## src/hdl/cse_pkg.sv

```systemverilog
package cse_pkg;

    localparam int MaxResults = 5;
    localparam int QDepth     = 4;
    localparam int QPtrW      = $clog2(QDepth);
    localparam int QCntW      = $clog2(QDepth + 1);

    localparam logic [31:0] Cp1Max   = 32'h0000_007F;
    localparam logic [31:0] RawMax   = 32'h0000_00FF;
    localparam logic [31:0] Cp2Max   = 32'h0000_07FF;
    localparam logic [31:0] Cp3Max   = 32'h0000_FFFF;
    localparam logic [31:0] SurrLo   = 32'h0000_D800;
    localparam logic [31:0] SurrHi   = 32'h0000_DFFF;
    localparam logic [31:0] CpMax    = 32'h0010_FFFF;
    localparam logic [7:0]  Lead2    = 8'hC0;
    localparam logic [7:0]  Lead3    = 8'hE0;
    localparam logic [7:0]  Lead4    = 8'hF0;
    localparam logic [7:0]  ContMark = 8'h80;
    localparam logic [7:0]  ContMask = 8'h3F;

    typedef enum logic [2:0] {
        ST_BYTE    = 3'd0,
        ST_CLOSED  = 3'd1,
        ST_TRUNC   = 3'd2,
        ST_BADHEX  = 3'd3,
        ST_UNSUP   = 3'd4,
        ST_SURR    = 3'd5,
        ST_RANGE   = 3'd6,
        ST_UNTERM  = 3'd7
    } status_t;

    typedef enum logic [2:0] {
        M_NORMAL = 3'd0,
        M_ESC    = 3'd1,
        M_OCT    = 3'd2,
        M_HEXX   = 3'd3,
        M_U4     = 3'd4,
        M_U8     = 3'd5
    } mode_t;

    typedef struct packed {
        logic [7:0] data;
        status_t    status;
    } entry_t;

    // One command holds every result word caused by one input byte.
    typedef struct packed {
        entry_t [MaxResults-1:0] ent;
        logic [2:0]              count;
    } cmd_t;

    typedef struct packed {
        entry_t [3:0] ent;
        logic [2:0]   n;
        logic         ok;
    } enc_t;

    // Encodes a code point as UTF-8, or gives one error entry. With raw8 set,
    // values up to 0xFF pass as a single byte.
    function automatic enc_t utf8_encode(input logic [31:0] cp, input logic raw8);
        enc_t e;
        e = '0;
        e.ok = 1'b1;
        if (cp <= Cp1Max || (raw8 && cp <= RawMax)) begin
            e.ent[0].data = cp[7:0];
            e.ent[0].status = ST_BYTE;
            e.n = 3'd1;
        end
        else if (cp <= Cp2Max) begin
            e.ent[0].data = Lead2 | {3'b000, cp[10:6]};
            e.ent[1].data = ContMark | (cp[7:0] & ContMask);
            e.ent[0].status = ST_BYTE;
            e.ent[1].status = ST_BYTE;
            e.n = 3'd2;
        end
        else if (cp <= Cp3Max) begin
            if (cp >= SurrLo && cp <= SurrHi) begin
                e.ent[0].status = ST_SURR;
                e.n = 3'd1;
                e.ok = 1'b0;
            end
            else begin
                e.ent[0].data = Lead3 | {4'b0000, cp[15:12]};
                e.ent[1].data = ContMark | ({2'b00, cp[11:6]} & ContMask);
                e.ent[2].data = ContMark | (cp[7:0] & ContMask);
                e.ent[0].status = ST_BYTE;
                e.ent[1].status = ST_BYTE;
                e.ent[2].status = ST_BYTE;
                e.n = 3'd3;
            end
        end
        else if (cp <= CpMax) begin
            e.ent[0].data = Lead4 | {5'b00000, cp[20:18]};
            e.ent[1].data = ContMark | ({2'b00, cp[17:12]} & ContMask);
            e.ent[2].data = ContMark | ({2'b00, cp[11:6]} & ContMask);
            e.ent[3].data = ContMark | (cp[7:0] & ContMask);
            e.ent[0].status = ST_BYTE;
            e.ent[1].status = ST_BYTE;
            e.ent[2].status = ST_BYTE;
            e.ent[3].status = ST_BYTE;
            e.n = 3'd4;
        end
        else begin
            e.ent[0].status = ST_RANGE;
            e.n = 3'd1;
            e.ok = 1'b0;
        end
        return e;
    endfunction

endpackage

```

## src/hdl/cse_in_if.sv

```systemverilog
interface cse_in_if;
    logic       valid;
    logic       ready;
    logic [7:0] in_byte;
    logic       end_of_input;

    modport source (output valid, output in_byte, output end_of_input, input ready);
    modport sink (input valid, input in_byte, input end_of_input, output ready);
endinterface

```

## src/hdl/cse_out_if.sv

```systemverilog
interface cse_out_if;
    logic       valid;
    logic       ready;
    logic [7:0] out_byte;
    logic [2:0] status;
    logic       last;

    modport source (output valid, output out_byte, output status, output last, input ready);
    modport sink (input valid, input out_byte, input status, input last, output ready);
endinterface

```

## src/hdl/c_string_escape_decoder.sv

```systemverilog
// Decodes the body of a C string literal, one source word per cycle: the front
// end accepts a word in every cycle while its four-entry command queue has room,
// and the back end delivers one decoded word per cycle from its output register
// while the receiver is ready; a source word that expands into several results
// (at most five) holds the output until all of them are delivered. Bytes, simple,
// octal, hex and universal-character escapes all decode at this rate; the first
// result of a source word passes the command queue and then the output register.
module c_string_escape_decoder (
    input  logic      clk,
    input  logic      rst_n,
    cse_in_if.sink    in_ch,
    cse_out_if.source out_ch
);

    cse_pkg::cmd_t                cmd;
    cse_pkg::cmd_t                head;
    logic                         q_push;
    logic                         q_pop;
    logic                         q_empty;
    logic                         q_full;
    logic [cse_pkg::QCntW-1:0]    q_level;

    cse_front u_front (
        .clk      (clk),
        .rst_n    (rst_n),
        .in_ch    (in_ch),
        .q_full   (q_full),
        .cmd_push (q_push),
        .cmd      (cmd)
    );

    cse_queue u_queue (
        .clk      (clk),
        .rst_n    (rst_n),
        .push     (q_push),
        .push_cmd (cmd),
        .pop      (q_pop),
        .head     (head),
        .empty    (q_empty),
        .full     (q_full),
        .level    (q_level)
    );

    cse_back u_back (
        .clk     (clk),
        .rst_n   (rst_n),
        .head    (head),
        .q_empty (q_empty),
        .pop     (q_pop),
        .out_ch  (out_ch)
    );

    a_no_overflow: assert property (@(posedge clk) disable iff (!rst_n)
        !(q_push && q_full && !q_pop))
        else $error("command queue written while full");

    a_level_bound: assert property (@(posedge clk) disable iff (!rst_n)
        q_level <= cse_pkg::QCntW'(cse_pkg::QDepth))
        else $error("command queue level out of range");

    a_status_last: assert property (@(posedge clk) disable iff (!rst_n)
        out_ch.valid && out_ch.status != cse_pkg::ST_BYTE |-> out_ch.last
            && out_ch.out_byte == 8'd0)
        else $error("status word not final or carries a byte");

endmodule

```

## src/hdl/cse_front.sv

```systemverilog
module cse_front (
    input  logic          clk,
    input  logic          rst_n,
    cse_in_if.sink        in_ch,
    input  logic          q_full,
    output logic          cmd_push,
    output cse_pkg::cmd_t cmd
);

    localparam logic [7:0] ChQuote  = 8'h22;
    localparam logic [7:0] ChApos   = 8'h27;
    localparam logic [7:0] ChBslash = 8'h5C;
    localparam logic [7:0] ChQmark  = 8'h3F;
    localparam logic [7:0] ChZero   = 8'h30;
    localparam logic [7:0] ChSeven  = 8'h37;
    localparam logic [7:0] ChNine   = 8'h39;
    localparam logic [7:0] ChLowA   = 8'h61;
    localparam logic [7:0] ChLowF   = 8'h66;
    localparam logic [7:0] ChUpA    = 8'h41;
    localparam logic [7:0] ChUpF    = 8'h46;
    localparam logic [7:0] ChLowN   = 8'h6E;
    localparam logic [7:0] ChLowR   = 8'h72;
    localparam logic [7:0] ChLowT   = 8'h74;
    localparam logic [7:0] ChLowB   = 8'h62;
    localparam logic [7:0] ChLowV   = 8'h76;
    localparam logic [7:0] ChLowX   = 8'h78;
    localparam logic [7:0] ChLowU   = 8'h75;
    localparam logic [7:0] ChUpU    = 8'h55;

    cse_pkg::mode_t   mode_reg, mode_next;
    logic [31:0]      accum_reg, accum_next;
    logic [3:0]       digits_reg, digits_next;

    logic             accept;
    logic             eoi;
    logic [7:0]       c;
    logic             hex_ok;
    logic [3:0]       hex_val;
    logic             oct_ok;
    logic [31:0]      hex_shift;
    logic [31:0]      cp_sel;
    cse_pkg::enc_t    enc;
    cse_pkg::enc_t    lead;
    logic             lead_enc_en;
    logic             lead_one_en;
    cse_pkg::entry_t  lead_one;
    logic             nb_en;
    logic             unterm_en;
    logic             trail_en;
    cse_pkg::entry_t  trail;
    logic             trail_ok;

    assign accept = in_ch.valid && in_ch.ready;
    assign in_ch.ready = !q_full;
    assign eoi = in_ch.end_of_input;
    assign c = in_ch.in_byte;

    always_comb
    begin
        hex_ok = 1'b0;
        hex_val = 4'd0;
        if (!eoi && c >= ChZero && c <= ChNine)
        begin
            hex_ok = 1'b1;
            hex_val = 4'(c - ChZero);
        end
        else if (!eoi && c >= ChLowA && c <= ChLowF)
        begin
            hex_ok = 1'b1;
            hex_val = 4'(c - ChLowA + 8'd10);
        end
        else if (!eoi && c >= ChUpA && c <= ChUpF)
        begin
            hex_ok = 1'b1;
            hex_val = 4'(c - ChUpA + 8'd10);
        end
    end

    assign oct_ok = !eoi && c >= ChZero && c <= ChSeven;
    assign hex_shift = {accum_reg[27:0], hex_val};
    assign cp_sel = (mode_reg == cse_pkg::M_HEXX) ? accum_reg : hex_shift;
    assign enc = cse_pkg::utf8_encode(cp_sel, mode_reg == cse_pkg::M_HEXX);

    always_comb
    begin
        mode_next = mode_reg;
        accum_next = accum_reg;
        digits_next = digits_reg;
        lead_enc_en = 1'b0;
        lead_one_en = 1'b0;
        lead_one = '0;
        nb_en = 1'b0;
        unterm_en = 1'b0;
        case (mode_reg)
            cse_pkg::M_ESC:
            begin
                mode_next = cse_pkg::M_NORMAL;
                accum_next = '0;
                digits_next = '0;
                lead_one_en = 1'b1;
                lead_one.status = cse_pkg::ST_BYTE;
                if (eoi)
                begin
                    lead_one.status = cse_pkg::ST_TRUNC;
                end
                else
                begin
                    case (c)
                        ChBslash, ChQuote, ChApos, ChQmark: lead_one.data = c;
                        ChLowN: lead_one.data = 8'h0A;
                        ChLowR: lead_one.data = 8'h0D;
                        ChLowT: lead_one.data = 8'h09;
                        ChLowB: lead_one.data = 8'h08;
                        ChLowF: lead_one.data = 8'h0C;
                        ChLowV: lead_one.data = 8'h0B;
                        ChLowA: lead_one.data = 8'h07;
                        ChLowX:
                        begin
                            lead_one_en = 1'b0;
                            mode_next = cse_pkg::M_HEXX;
                        end
                        ChLowU:
                        begin
                            lead_one_en = 1'b0;
                            mode_next = cse_pkg::M_U4;
                        end
                        ChUpU:
                        begin
                            lead_one_en = 1'b0;
                            mode_next = cse_pkg::M_U8;
                        end
                        default:
                        begin
                            if (oct_ok)
                            begin
                                lead_one_en = 1'b0;
                                mode_next = cse_pkg::M_OCT;
                                accum_next = {29'd0, c[2:0]};
                                digits_next = 4'd1;
                            end
                            else
                            begin
                                lead_one.status = cse_pkg::ST_UNSUP;
                            end
                        end
                    endcase
                end
            end
            cse_pkg::M_OCT:
            begin
                lead_one.status = cse_pkg::ST_BYTE;
                if (oct_ok)
                begin
                    accum_next = {accum_reg[28:0], c[2:0]};
                    digits_next = digits_reg + 4'd1;
                    if (digits_reg >= 4'd2)
                    begin
                        lead_one_en = 1'b1;
                        lead_one.data = accum_next[7:0];
                        mode_next = cse_pkg::M_NORMAL;
                        accum_next = '0;
                        digits_next = '0;
                    end
                end
                else
                begin
                    lead_one_en = 1'b1;
                    lead_one.data = accum_reg[7:0];
                    mode_next = cse_pkg::M_NORMAL;
                    accum_next = '0;
                    digits_next = '0;
                    unterm_en = eoi;
                    nb_en = !eoi;
                end
            end
            cse_pkg::M_HEXX:
            begin
                if (hex_ok)
                begin
                    accum_next = hex_shift;
                    if (digits_reg != 4'd15)
                    begin
                        digits_next = digits_reg + 4'd1;
                    end
                end
                else
                begin
                    mode_next = cse_pkg::M_NORMAL;
                    accum_next = '0;
                    digits_next = '0;
                    if (digits_reg == 4'd0)
                    begin
                        lead_one_en = 1'b1;
                        lead_one.status = cse_pkg::ST_BADHEX;
                    end
                    else
                    begin
                        lead_enc_en = 1'b1;
                        unterm_en = eoi;
                        nb_en = !eoi;
                    end
                end
            end
            cse_pkg::M_U4, cse_pkg::M_U8:
            begin
                if (eoi || !hex_ok)
                begin
                    mode_next = cse_pkg::M_NORMAL;
                    accum_next = '0;
                    digits_next = '0;
                    lead_one_en = 1'b1;
                    lead_one.status = eoi ? cse_pkg::ST_TRUNC : cse_pkg::ST_BADHEX;
                end
                else
                begin
                    accum_next = hex_shift;
                    digits_next = digits_reg + 4'd1;
                    if ((mode_reg == cse_pkg::M_U4 && digits_reg == 4'd3)
                        || (mode_reg == cse_pkg::M_U8 && digits_reg == 4'd7))
                    begin
                        mode_next = cse_pkg::M_NORMAL;
                        accum_next = '0;
                        digits_next = '0;
                        lead_enc_en = 1'b1;
                    end
                end
            end
            default:
            begin
                mode_next = cse_pkg::M_NORMAL;
                accum_next = '0;
                digits_next = '0;
                unterm_en = eoi;
                nb_en = !eoi;
            end
        endcase

        // A failed hex escape drops the byte that ended it.
        trail_ok = !lead_enc_en || enc.ok;
        trail_en = 1'b0;
        trail = '0;
        if (trail_ok && unterm_en)
        begin
            trail_en = 1'b1;
            trail.status = cse_pkg::ST_UNTERM;
        end
        else if (trail_ok && nb_en)
        begin
            if (c == ChQuote)
            begin
                trail_en = 1'b1;
                trail.status = cse_pkg::ST_CLOSED;
            end
            else if (c == ChBslash)
            begin
                mode_next = cse_pkg::M_ESC;
            end
            else
            begin
                trail_en = 1'b1;
                trail.data = c;
                trail.status = cse_pkg::ST_BYTE;
            end
        end

        lead = '0;
        if (lead_enc_en)
        begin
            lead = enc;
        end
        else if (lead_one_en)
        begin
            lead.ent[0] = lead_one;
            lead.n = 3'd1;
        end
    end

    always_comb
    begin
        for (int i = 0; i < cse_pkg::MaxResults; i++)
        begin
            if (i < 4 && 3'(i) < lead.n)
            begin
                cmd.ent[i] = lead.ent[i % 4];
            end
            else
            begin
                cmd.ent[i] = trail;
            end
        end
        cmd.count = lead.n + {2'b00, trail_en};
    end

    assign cmd_push = accept && (cmd.count != 3'd0);

    always_ff @(posedge clk or negedge rst_n)
    begin
        if (!rst_n)
        begin
            mode_reg <= cse_pkg::M_NORMAL;
            accum_reg <= '0;
            digits_reg <= '0;
        end
        else if (accept)
        begin
            mode_reg <= mode_next;
            accum_reg <= accum_next;
            digits_reg <= digits_next;
        end
    end

endmodule

```

## src/hdl/cse_queue.sv

```systemverilog
module cse_queue (
    input  logic                         clk,
    input  logic                         rst_n,
    input  logic                         push,
    input  cse_pkg::cmd_t                push_cmd,
    input  logic                         pop,
    output cse_pkg::cmd_t                head,
    output logic                         empty,
    output logic                         full,
    output logic [cse_pkg::QCntW-1:0]    level
);

    cse_pkg::cmd_t                slot_reg [cse_pkg::QDepth];
    logic [cse_pkg::QPtrW-1:0]    wr_ptr_reg, wr_ptr_next;
    logic [cse_pkg::QPtrW-1:0]    rd_ptr_reg, rd_ptr_next;
    logic [cse_pkg::QCntW-1:0]    cnt_reg, cnt_next;

    assign head = slot_reg[rd_ptr_reg];
    assign empty = (cnt_reg == '0);
    assign full = (cnt_reg == cse_pkg::QCntW'(cse_pkg::QDepth));
    assign level = cnt_reg;

    always_comb
    begin
        wr_ptr_next = push ? wr_ptr_reg + 1'b1 : wr_ptr_reg;
        rd_ptr_next = pop ? rd_ptr_reg + 1'b1 : rd_ptr_reg;
        cnt_next = cnt_reg;
        if (push && !pop)
        begin
            cnt_next = cnt_reg + 1'b1;
        end
        else if (pop && !push)
        begin
            cnt_next = cnt_reg - 1'b1;
        end
    end

    always_ff @(posedge clk or negedge rst_n)
    begin
        if (!rst_n)
        begin
            wr_ptr_reg <= '0;
            rd_ptr_reg <= '0;
            cnt_reg <= '0;
        end
        else
        begin
            wr_ptr_reg <= wr_ptr_next;
            rd_ptr_reg <= rd_ptr_next;
            cnt_reg <= cnt_next;
        end
    end

    always_ff @(posedge clk)
    begin
        if (push)
        begin
            slot_reg[wr_ptr_reg] <= push_cmd;
        end
    end

endmodule

```

## src/hdl/cse_back.sv

```systemverilog
module cse_back (
    input  logic          clk,
    input  logic          rst_n,
    input  cse_pkg::cmd_t head,
    input  logic          q_empty,
    output logic          pop,
    cse_out_if.source     out_ch
);

    logic               valid_reg, valid_next;
    logic [2:0]         idx_reg, idx_next;
    cse_pkg::entry_t    word_reg;
    logic               last_reg;
    logic               load;
    logic               take;
    logic               is_last;

    assign load = !valid_reg || out_ch.ready;
    assign take = load && !q_empty;
    assign is_last = (idx_reg == head.count - 3'd1);
    assign pop = take && is_last;

    always_comb
    begin
        valid_next = load ? !q_empty : valid_reg;
        idx_next = idx_reg;
        if (take)
        begin
            idx_next = is_last ? 3'd0 : idx_reg + 3'd1;
        end
    end

    always_ff @(posedge clk or negedge rst_n)
    begin
        if (!rst_n)
        begin
            valid_reg <= 1'b0;
            idx_reg <= '0;
        end
        else
        begin
            valid_reg <= valid_next;
            idx_reg <= idx_next;
        end
    end

    always_ff @(posedge clk)
    begin
        if (take)
        begin
            word_reg <= head.ent[idx_reg];
            last_reg <= is_last;
        end
    end

    assign out_ch.valid = valid_reg;
    assign out_ch.out_byte = word_reg.data;
    assign out_ch.status = word_reg.status;
    assign out_ch.last = last_reg;

endmodule
```

## src/flat_wrapper.sv

```systemverilog
// flat-port wrapper written by rule: the top's interface ports become plain ports
module c_string_escape_decoder_flat 
  (clk, rst_n, in_ch_valid, in_ch_in_byte, in_ch_end_of_input, in_ch_ready, out_ch_valid, out_ch_out_byte, out_ch_status, out_ch_last, out_ch_ready);
  cse_in_if in_ch_i ();
  cse_out_if out_ch_i ();
  input  logic clk;
  input  logic rst_n;
  input wire logic [$bits(in_ch_i.valid)-1:0] in_ch_valid;
  input wire logic [$bits(in_ch_i.in_byte)-1:0] in_ch_in_byte;
  input wire logic [$bits(in_ch_i.end_of_input)-1:0] in_ch_end_of_input;
  output wire logic [$bits(in_ch_i.ready)-1:0] in_ch_ready;
  output wire logic [$bits(out_ch_i.valid)-1:0] out_ch_valid;
  output wire logic [$bits(out_ch_i.out_byte)-1:0] out_ch_out_byte;
  output wire logic [$bits(out_ch_i.status)-1:0] out_ch_status;
  output wire logic [$bits(out_ch_i.last)-1:0] out_ch_last;
  input wire logic [$bits(out_ch_i.ready)-1:0] out_ch_ready;
  assign in_ch_i.valid = in_ch_valid;
  assign in_ch_i.in_byte = in_ch_in_byte;
  assign in_ch_i.end_of_input = in_ch_end_of_input;
  assign in_ch_ready = in_ch_i.ready;
  assign out_ch_valid = out_ch_i.valid;
  assign out_ch_out_byte = out_ch_i.out_byte;
  assign out_ch_status = out_ch_i.status;
  assign out_ch_last = out_ch_i.last;
  assign out_ch_i.ready = out_ch_ready;
  c_string_escape_decoder u_core (.clk(clk), .rst_n(rst_n), .in_ch(in_ch_i), .out_ch(out_ch_i));
endmodule
```

## config.mk

```make
export PLATFORM = sky130hd
export DESIGN_NAME = c_string_escape_decoder_flat
export DESIGN_NICKNAME = d
export VERILOG_FILES = /design/src/hdl/cse_pkg.sv /design/src/hdl/cse_in_if.sv /design/src/hdl/cse_out_if.sv /design/src/hdl/c_string_escape_decoder.sv /design/src/hdl/cse_front.sv /design/src/hdl/cse_queue.sv /design/src/hdl/cse_back.sv /design/src/flat_wrapper.sv
export SDC_FILE = /design/constraint.sdc
export NUM_CORES = 1
export LEC_CHECK = 0
export ABC_CLOCK_PERIOD_IN_PS = 9800
export BUFFER_PORTS_ARGS = -buffer_cell sky130_fd_sc_hd__clkbuf_2
export CAP_MARGIN = 20
export CORE_MARGIN = 4
export CORE_UTILIZATION = 30
export DETAILED_ROUTE_END_ITERATION = 10
export HOLD_SLACK_MARGIN = 0.06
export PLACE_DENSITY = 0.45
export SETUP_SLACK_MARGIN = 0.02
export SLEW_MARGIN = 20
export SYNTH_ARGS = -nofsm -noshare
export SYNTH_HDL_FRONTEND = slang
export SYNTH_SLANG_ARGS = --single-unit
```

## constraint.sdc

```tcl
create_clock -name clk -period 9.8 [get_ports clk]
set_input_delay 0.49 -clock clk [delete_from_list [all_inputs] [get_ports clk]]
set_output_delay 0.49 -clock clk [all_outputs]
set_load 0.01 [all_outputs]
```

* Yosys cells after proc, flatten, opt, wreduce, memory -nomap -nowiden
Memory sizes are Yosys's and may differ from the RTL's.
Index checks and enable logic that the tools add are counted.
** Operators by class
- $add $sub $neg :: 13
- Multiply operators :: 0
- Divide/modulo/power cells :: 0
- $lt $le $gt $ge :: 20
- Equal/unequal tests :: 25
- Shift operators :: 0
- Muxes and demuxes :: 115
- Bitwise logic cells :: 0
- Reductions and logical operators :: 43
** Operators with widths (number)
- $mux 32 :: 6
- $mux 41 :: 4
- $pmux 32 s4 :: 1
- $eq 8x7->1 const B :: 11
- $mux 11 :: 8
- $mux 33 :: 2
- $le 32x16->1 const B :: 2
- $pmux 8 s8 :: 1
- $mux 3 :: 21
- $mux 14 :: 3
- $mux 8 :: 5
- $mux 37 :: 1
- $mux 4 :: 9
- $mux 1 :: 34
- $bmux 11 s3 :: 1
- $ge 32x16->1 const B :: 1
- $le 32x11->1 const B :: 1
- $le 32x21->1 const B :: 1
- $le 32x7->1 const B :: 1
- $le 32x8->1 const B :: 1
- $mux 30 :: 1
- $mux 25 :: 1
- $eq 8x6->1 const B :: 3
- $pmux 3 s4 :: 2
- other kinds (45) :: 95
** Storage, ports and cells
- Register bits after elaboration :: 62
- Bits in latches :: 0
- Memory bits (writable) :: 232
- Bits in read-only memories :: 0
- Input bits :: 13
- Output and inout bits :: 14
- Logic and storage cells :: 228
- Memories :: 1
** Memory list
- u_core.u_queue.slot_reg :: depth 4, bits a word 58, read ports 1, clocked after memory_dff 0, wr ports 1, RTL line cse_queue.sv:13 : cse_pkg::cmd_t slot_reg [cse_pkg::QDepth];

* Depth between registers and ports, before layout
Gate-level depths: netlist (run 1).
- Word-level depth :: 26
- Gate-level depth with buffers :: 20

* By module
A second synthesis (run 1) with hierarchy kept.
** Unflattened totals
- Cells, all modules :: 1048
- Area total of the unflattened synthesis :: 14223.6 sq um
** By module, submodules not included
- cse_queue :: times used 1, cells an instance 338, area an instance 8834.7 sq um, seq. area each 7141.8 sq um
- cse_front :: times used 1, cells an instance 609, area an instance 4310.4 sq um, seq. area each 975.9 sq um
- cse_back :: times used 1, cells an instance 101, area an instance 1078.5 sq um, seq. area each 460.4 sq um

* Worst setup path before layout (run 1)
OpenSTA, ideal clock, no wires.
- Kind :: input port to flip-flop
- From :: in in_ch_in_byte[0]
- To :: mem u_core.u_queue.slot_reg[0][0] (netlist name), enable pin
- Setup time :: 0.417 ns
- Arrival time :: 5.031 ns
- Required time :: 9.383 ns
- Setup slack :: 4.351 ns
- Cell stages on the path :: 15
- Path buffers :: 1
- Cell sequence :: buf_2 inv_1 ha_1 and2_1 o32a_1 a211oi_1 o2bb2ai_1 a311oi_2 and2_0 or2_2 ha_1 ha_1 or3_1 a31oi_4 and2_1
** Between the ends
- Longest elaborated chain between the ends :: 22
- Elaborated cells on any way between the ends :: 94
- Classes of those cells :: 6 x add/sub; 14 x order compare; 14 x eq/ne; 40 x mux; 20 x reduce/logical
** RTL lines
- start: declaration :: RTL line flat_wrapper.sv:9 : input wire logic [$bits(in_ch_i.in_byte)-1:0] in_ch_in_byte;
- parallel branches: the longest is 17 deep, another holds $ge 32x16->1
- $add 3x1->3 * :: RTL line cse_front.sv:291 : cmd.count = lead.n + {2'b00, trail_en};
- $reduce_bool 3->1 * :: RTL line cse_front.sv:294 : assign cmd_push = accept && (cmd.count != 3'd0);
- $logic_and 1x1->1 * :: RTL line cse_front.sv:294
- via u_core.q_push :: RTL line c_string_escape_decoder.sv:17 : logic q_push;
- $mux 1 * :: RTL line cse_queue.sv:56 : if (push)
- $mux 1 (not written as such) * :: RTL line cse_queue.sv:58 : slot_reg[wr_ptr_reg] <= push_cmd;
- end: declaration :: RTL line cse_queue.sv:13
Mark *: on every way through the listed nets, which the timed path passes.

* Final worst setup path (run 1)
- From :: in in_ch_in_byte[0]
- To :: mem u_core.u_queue.slot_reg[2][12] (netlist name), enable pin
Same word-level chain as after synthesis.

==> results of run 1 <==
-- layout by cell type (no fill, tap or decap), types with 16 or more instances in the layout --
| cell type | instances |
|---|---|
| inv_1 | 30 |
| clkbuf_2 | 26 |
| a22oi_1 | 33 |
| nand2_1 | 109 |
| clkbuf_16 | 30 |
| ha_1 | 16 |
| o22ai_1 | 18 |
| o21ai_0 | 64 |
| nor2_1 | 46 |
| buf_4 | 21 |
| nand3_1 | 20 |
| mux2i_1 | 43 |
| edfxtp_1 | 228 |
| a21oi_1 | 47 |
| dfrtp_1 | 48 |
| mux4_2 | 54 |
-- area by class of cell --
| type | instances | area [µm²] |
|---|---|---|
| clock inverters | 20 | 194 |
| clock buffers | 36 | 773 |
| well taps | 592 | 741 |
| multi-input cells | 659 | 5090 |
| flip-flops and latches | 278 | 8100 |
| repair buffers | 48 | 298 |
| inverters | 31 | 116 |
| fillers | 4423 | 29200 |
-- critical path, cell delays in order --
cell and delay, ns:
clkbuf_2 0.20, inv_1 0.17, ha_1 0.26, o21bai_1 0.15, a2111oi_4 0.51, a21oi_1 0.18, o2bb2ai_1 0.88, a311oi_2 0.20
buf_4 0.24, and2_0 0.14, or2_2 0.30, ha_1 0.21, ha_1 0.18, or3_1 0.43, a31oi_4 0.28, and2_2 0.18
buf_4 0.65
-- worst max-delay path by stage --
stage,from,to,slack [ns]
final,in_ch_in_byte[0],u_core.u_queue.slot_reg[2][12]$_DFFE_PP_,4.27
after global placement,in_ch_in_byte[0],u_core.u_queue.slot_reg[0][53]$_DFFE_PP_,3.78
after floorplan,in_ch_in_byte[0],u_core.u_queue.slot_reg[0][0]$_DFFE_PP_,4.35
after global routing,in_ch_in_byte[0],u_core.u_queue.slot_reg[0][56]$_DFFE_PP_,3.97
after detailed placement,in_ch_in_byte[0],u_core.u_queue.slot_reg[0][54]$_DFFE_PP_,3.70
after CTS,in_ch_in_byte[0],u_core.u_queue.slot_reg[1][12]$_DFFE_PP_,4.31
-- timing repair --
action / in CTS / in global routing
hold buffers: 1 / 0
gates resized for setup: 0 / 0
hold endpoints to repair: 6 / 0
-- layer usage --
| layer | global-route usage, % | vias to the layer above | part of all wire [%] | wire (µm) |
|---|---|---|---|---|
| li1 | - | 4065 | - | - |
| met1 | 21.8 | 4477 | 47 | 17600 |
| met2 | 23.3 | 237 | 45 | 16900 |
| met3 | 2.40 | 48 | 5.1 | 1900 |
| met4 | 3.38 | 0 | 2.2 | 821 |
| met5 | 0 | - | 0 | 0 |
-- cell families (layout without fill, tap and decap cells) --
group / after synthesis / after routing
AO/OA/AOI/OAI: 261 / 261
XOR/XNOR: 13 / 13
adder cells (fa/ha/maj): 17 / 17
buffers and inverters: 108 / 135
flip-flops: 278 / 278
multiplexers: 100 / 100
AND/OR/NAND/NOR: 268 / 268
-- power by group through the flow --
stage	Combinational, mW	Sequential (mW)	Clock, mW
after floorplan	0.676	1.58	0
after global placement	0.970	1.63	0
after detailed placement	0.969	1.63	0
after CTS	0.971	1.61	1.14
after global routing	1.03	1.62	1.19
final	0.943	1.60	1.11
==> summary.md, run 1 <==
| Metric | Value |
|---|---|
| Outcome | `complete, no violations` |
| Vias | `8827` |
| Fin. max-slew vios | `0` |
| Nets | `about 1100` |
| WS Path Type | `in -> reg` |
| Post-Syn Instances | `1045` |
| Final Hold Viols | `0` |
| Placed inst area | `about 14000 µm²` |
| Drt drc | `0` |
| Clock Root Buffer | `clkbuf_16` |
| Site Rows | `77` |
| Pre-CTS WS | `roughly 3.7 ns` |
| Netlist cell types | `80` |
| Sequential share of power | `around 44%` |
| Fin cells | `about 1700` |
| Commonest cells in the netlist | `edfxtp_1, nand2_1, o21ai_0, clkbuf_1, mux4_2` |
| Die Wd | `221 µm` |
| Setup Fix Bufs, Post-CTS | `0` |
| Rel. slew slack | `between 20% and 30%` |
| CTS H-tree depth | `1` |
| GR Util All Layers | `between 10 and 15%` |
| CP Capture Type | `flop` |
| Tot Pwr | `around 3.7 mW` |
| GRT Residual Overflow | `0` |
| Multiplexer area fraction after synthesis | `12.4%` |
| Compound-Gate Fraction of Synth Area | `around 13%` |
| Vias in the first global route | `8817` |
| Tcrit/Tclk final | `56.4%` |
| First-pass GRT wire length | `roughly 57000 µm` |
| Die Span Y | `about 220 µm` |
| Leakage Power | `roughly 5.4 nW` |
| Synthesis-stage register bit count | `roughly 280` |
| Clock sink total | `278` |
| DRT Wirelength | `roughly 37000 µm` |
| GPL Wtd Cong | `between 0.8 and 0.9` |
| Worst slew pin tran | `1.08 ns` |
| Hold Path Depth | `2` |
| Net load switching power | `1.11 mW` |
| Post-Syn Area | `13600 µm²` |
| Synth area leaders | `edfxtp_1, dfrtp_1, mux4_2` |
| Fraction of the mapped netlist area in simple logic gates | `about a tenth` |
| Peak Freq | `approximately 0.18 GHz` |
| Skew final | `approximately 0.015 ns` |
| Largest family of logic cells by synthesized area | `compound AO/OA/AOI/OAI gates` |
| Hold Crit Class | `in -> reg` |
| Wirelength per Cell | `22.4 µm` |
| Period minus WS final | `about 5.5 ns` |
| Cell area after layout | `around 15000 µm²` |
| Initial antenna violation count | `0` |
| HPWL Detailed | `around 24000 µm` |
| I/O Pins | `27` |
| DRT antenna net count | `0` |
| Syn. warnings | `0` |
| Worst reg-to-reg path cell count | `13` |
| Drt initial violations | `between 600 and 700` |
| Setup Viol. Count Final | `0` |
| Input/output buffers | `26` |
| Yosys top cell area share | `50.4%` |
| Async S/R FF share, synth | `18.0%` |
| Register area share after synthesis | `approximately three fifths` |
| Count leader, synth | `edfxtp_1` |
| Clock network fraction of design power | `30.4%` |
| CP Max Fanout | `54` |
| Post-synthesis xor/xnor area fraction | `less than 1%` |
| Avg Inst Size Synth | `roughly 13 µm²` |
| Initial Utilization | `between 30 and 40%` |
| Drt first pass iters | `5` |
| Die area | `48800 µm²` |
| Clock Path Buffers | `3` |
| CTS tree | `built` |
| Final hold slack | `between 0.1 and 0.15 ns` |
| Max reg flops | `216` |
| FF-to-FF End | `u_core.u_queue.slot_reg[2][12]$_DFFE_PP_` |
| Worst-skew pair later-pin latency | `0.58 ns` |
| Worst setup margin | `approximately 4.3 ns` |
| Worst VDD drop | `0.000123 V` |
| Cell Pwr Density | `between 200 and 250 nW/µm²` |
| Max-cap violations | `0` |
| HP Start | `out_ch_ready` |
| Switching share of power | `slightly above 30%` |
| Unrepaired setup endpoints after global routing | `no` |
| Fraction of layout cells with a size suffix above 1 | `16.1%` |
| Critical path launch point type | `input pin` |
| Inst Count DP | `about 1600` |
| Largest net degree at the start of global routing | `55` |
| Internal power | `2.54 mW` |
| Combinational fraction of design power | `25.8%` |
| Primary FF master, synth | `edfxtp_1` |
| Reg2reg start | `u_core.u_front.mode_reg[1]$_DFFE_PN0P_` |
| Layout Area Growth over Synthesis | `12.7%` |
| Setup TNS | `0 ns` |
| Req. time, crit path | `around 10 ns` |
| Adder-cell area share of the yosys netlist | `under 10%` |
| Yosys top cell by area | `edfxtp_1` |
| Clock slew at reported path FFs | `roughly 0.060 ns` |
| CTS Buf Count | `30` |
| Reg-to-reg slack, setup | `between 4 and 5 ns` |
| Antenna diodes | `0` |
| Hold endpoint | `u_core.u_back.out_ch.valid$_DFFE_PN0P_` |
| EDFF count, synth | `between 200 and 250` |
| Syn_nets | `between 1000 and 1500` |
| Core Region | `between 40000 and 50000 µm²` |
| Via density per instance | `around 5.3` |
| Post-layout util | `roughly a third` |
| Crit path arrival time | `between 5 and 6 ns` |
Power figures use the tool's default switching activity.
==> run 2: changes to the inputs <==
--- a/config.mk
+++ b/config.mk
@@ -5,14 +5,14 @@
 export SDC_FILE = /design/constraint.sdc
 export NUM_CORES = 1
 export LEC_CHECK = 0
-export ABC_CLOCK_PERIOD_IN_PS = 9800
+export ABC_CLOCK_PERIOD_IN_PS = 4500
 export BUFFER_PORTS_ARGS = -buffer_cell sky130_fd_sc_hd__clkbuf_2
 export CAP_MARGIN = 20
 export CORE_MARGIN = 4
 export CORE_UTILIZATION = 30
 export DETAILED_ROUTE_END_ITERATION = 10
 export HOLD_SLACK_MARGIN = 0.06
-export PLACE_DENSITY = 0.45
+export PLACE_DENSITY = 0.47
 export SETUP_SLACK_MARGIN = 0.02
 export SLEW_MARGIN = 20
 export SYNTH_ARGS = -nofsm -noshare
==> constraint.sdc (replaced) <==
create_clock -name clk -period 4.5 [get_ports clk]
set_input_delay 0.225 -clock clk [delete_from_list [all_inputs] [get_ports clk]]
set_output_delay 0.225 -clock clk [all_outputs]
set_load 0.01 [all_outputs]
==> run 2 against run 1 <==
- sequential share of layout area is 2.5 points lower
- final cell count is 4.6% higher
- hold slack better by 0.027 ns
- combinational power is 140% higher
- critical path depth is 1 lower
- setup slack worse by 4.1 ns
- first-iteration DRC count is 25% higher
- sequential power is 110% higher
- critical endpoint is now u_core.u_queue.level[2]$_DFFE_PN0P_
- largest cell class unchanged
- largest power group unchanged
==> summary.md, run 2 (synthesized netlist as in run 1, its figures left out) <==
| Metric | Value |
|---|---|
| Outcome | `complete, no violations` |
| Reg-to-reg slack, setup | `between 0.15 and 0.2 ns` |
| Layout Area Growth over Synthesis | `18.2%` |
| GRT Residual Overflow | `0` |
| Worst VDD drop | `around 0.00031 V` |
| Pre-CTS WS | `-0.0391 ns` |
| Leakage Power | `around 5.8 nW` |
| Die Span Y | `roughly 220 µm` |
| Site Rows | `between 70 and 80` |
| Slowest CP cell | `or4_4` |
| Input/output buffers | `26` |
| Fin. max-slew vios | `0` |
| Setup TNS | `0 ns` |
| CP max stage delay | `about 0.54 ns` |
| Clock Root Buffer | `clkbuf_16` |
| Clock Path Buffers | `3` |
| DRT antenna net count | `0` |
| Hold Crit Class | `in -> reg` |
| Die Wd | `221 µm` |
| Nets | `between 1000 and 1500` |
| Skew final | `approximately 0.017 ns` |
| Drt first pass iters | `5` |
| Worst-skew pair later-pin latency | `0.58 ns` |
| Clock sink total | `278` |
| Core Region | `around 45000 µm²` |
| Most frequent cells in the layout | `edfxtp_1, nand2_1, buf_4` |
| Via density per instance | `around 5.3` |
| CP Capture Type | `flop` |
| Worst setup margin | `0.165 ns` |
| Vias | `about 9200` |
| Tcrit/Tclk final | `between 90% and 100%` |
| Fraction of layout cells with a size suffix above 1 | `roughly a quarter` |
| Crit path buf inv count | `2` |
| WS Path Type | `reg -> reg` |
| Placed inst area | `roughly 15000 µm²` |
| DRT Wirelength | `roughly 38000 µm` |
| Cell Pwr Density | `about 510 nW/µm²` |
| Req. time, crit path | `about 5.0 ns` |
| Rel. slew slack | `around 34%` |
| First-pass GRT wire length | `between 50000 and 60000 µm` |
| Antenna diodes | `0` |
| GPL Wtd Cong | `0.873` |
| Worst slew pin tran | `slightly below 1 ns` |
| Setup Viol. Count Final | `0` |
| Period minus WS final | `roughly 4.3 ns` |
| Final hold slack | `0.143 ns` |
| Die area | `48800 µm²` |
| Drt drc | `0` |
| Final Hold Viols | `0` |
| CP Cell Sequence | `or4_4 > or4_4 > a211oi_4 > nand3_1 > a311oi_2 > inv_1 > ha_4 > ha_4 > or3_4 > a31oi_4 > ha_2 > inv_1 > fa_2 > xor2_1 > nor2_1 > xor2_1` |
| Max-cap violations | `0` |
| Worst reg-to-reg path cell count | `16` |
| GR Util All Layers | `approximately 15%` |
| CTS Buf Count | `31` |
| Drt initial violations | `about 860` |
| Family with the most delay on the worst path | `simple AND/OR/NAND/NOR gates` |
| Levels on crit path | `16` |
| HPWL Detailed | `between 20000 and 30000 µm` |
| Critical path launch point type | `flop` |
| CP Max Fanout | `4` |
| Cell area after layout | `between 15000 and 20000 µm²` |
| Peak Freq | `between 0.2 and 0.25 GHz` |
| Vias in the first global route | `9172` |
| CTS tree | `built` |
| Hold Path Depth | `4` |
| Initial Utilization | `slightly above 30%` |
| Initial antenna violation count | `1` |
| Crit path arrival time | `between 4 and 5 ns` |
| Commonest non-fill, non-tap cell in the layout | `edfxtp_1` |
| I/O Pins | `27` |
| CTS H-tree depth | `1` |
| Largest net degree at the start of global routing | `51` |
| Clock slew at reported path FFs | `0.06 ns` |
| Max reg flops | `~220` |
| Wirelength per Cell | `21.8 µm` |
[run 2: cell types whose count changed in the layout (fill, tap and decap cells not counted), sizes merged, moves of 3 or more]
cell / delta
inv: +3
clkinvlp: +5
clkbuf: -4
buf: +73
[run 2: final cells by class]
type	instances	area, µm²
Timing Repair Buffer	122	943
Clock buffer	32	779
Tap cell	592	741
Inverter	31	116
Clock inverter	26	220
Sequential cell	278	8100
Fill cell	4350	28400
Multi-Input combinational cell	659	5160
[run 2: worst paths after layout]
| check | endpoint | from |
|---|---|---|
| worst max-delay path | u_core.u_queue.level[2]$_DFFE_PN0P_ | u_core.u_front.accum_reg[24]$_DFFE_PN0P_ |
| worst min-delay path | u_core.u_front.accum_reg[0]$_DFFE_PN0P_ | in_ch_in_byte[0] |
| worst max register to register | u_core.u_queue.level[2]$_DFFE_PN0P_ | u_core.u_front.accum_reg[24]$_DFFE_PN0P_ |
| worst min register to register | u_core.u_queue.level[2]$_DFFE_PN0P_ | u_core.u_queue.level[2]$_DFFE_PN0P_ |
| max in group asynchronous | u_core.u_queue.rd_ptr_reg[0]$_DFFE_PN0P_ | rst_n |
| min in group asynchronous | u_core.u_back.out_ch.valid$_DFFE_PN0P_ | rst_n |
[run 2: metal layers]
metal  vias up  global-route usage [%]  share of wire, %
met5         -                       0             0.034
met4         2                    3.32               2.0
met3        50                    2.29               4.6
met2       243                    24.2                47
met1      4717                    21.9                47
li1       4213                       -                 -
[run 2: power by group]
part | total [mW] | leakage (nW) | switching, mW | internal (mW)
registers | 3.41 | 2.80 | 0.134 | 3.27
logic | 2.26 | 2.50 | 1.31 | 0.955
clock network | 2.45 | 0.487 | 1.06 | 1.39
total | 8.12 | 5.78 | 2.50 | 5.62
[run 2: what timing repair did]
action                                 in CTS  in global routing
pin swaps                                   0                  7
buffers inserted                            0                  4
resized for setup                           1                 10
endpoints found under the hold margin      51                  0
cloned                                      0                  0
setup endpoints to repair                   1                  2
hold buffers                                2                  0
[run 2: metrics by stage]
step	total power [mW]	util, %	std cells
CTS	8.26	35.9	1736
global placement	5.77	33.6	1676
detailed placement	5.78	33.6	1676
floorplan	4.92	-	1045
finish	8.12	36.1	1740
global route	8.56	36.1	1740
[run 2: worst min-delay path, cell delays in order]
cell and delay (ns):
clkbuf_2 0.11, buf_4 0.12, a211oi_1 0.07, a21o_1 0.15
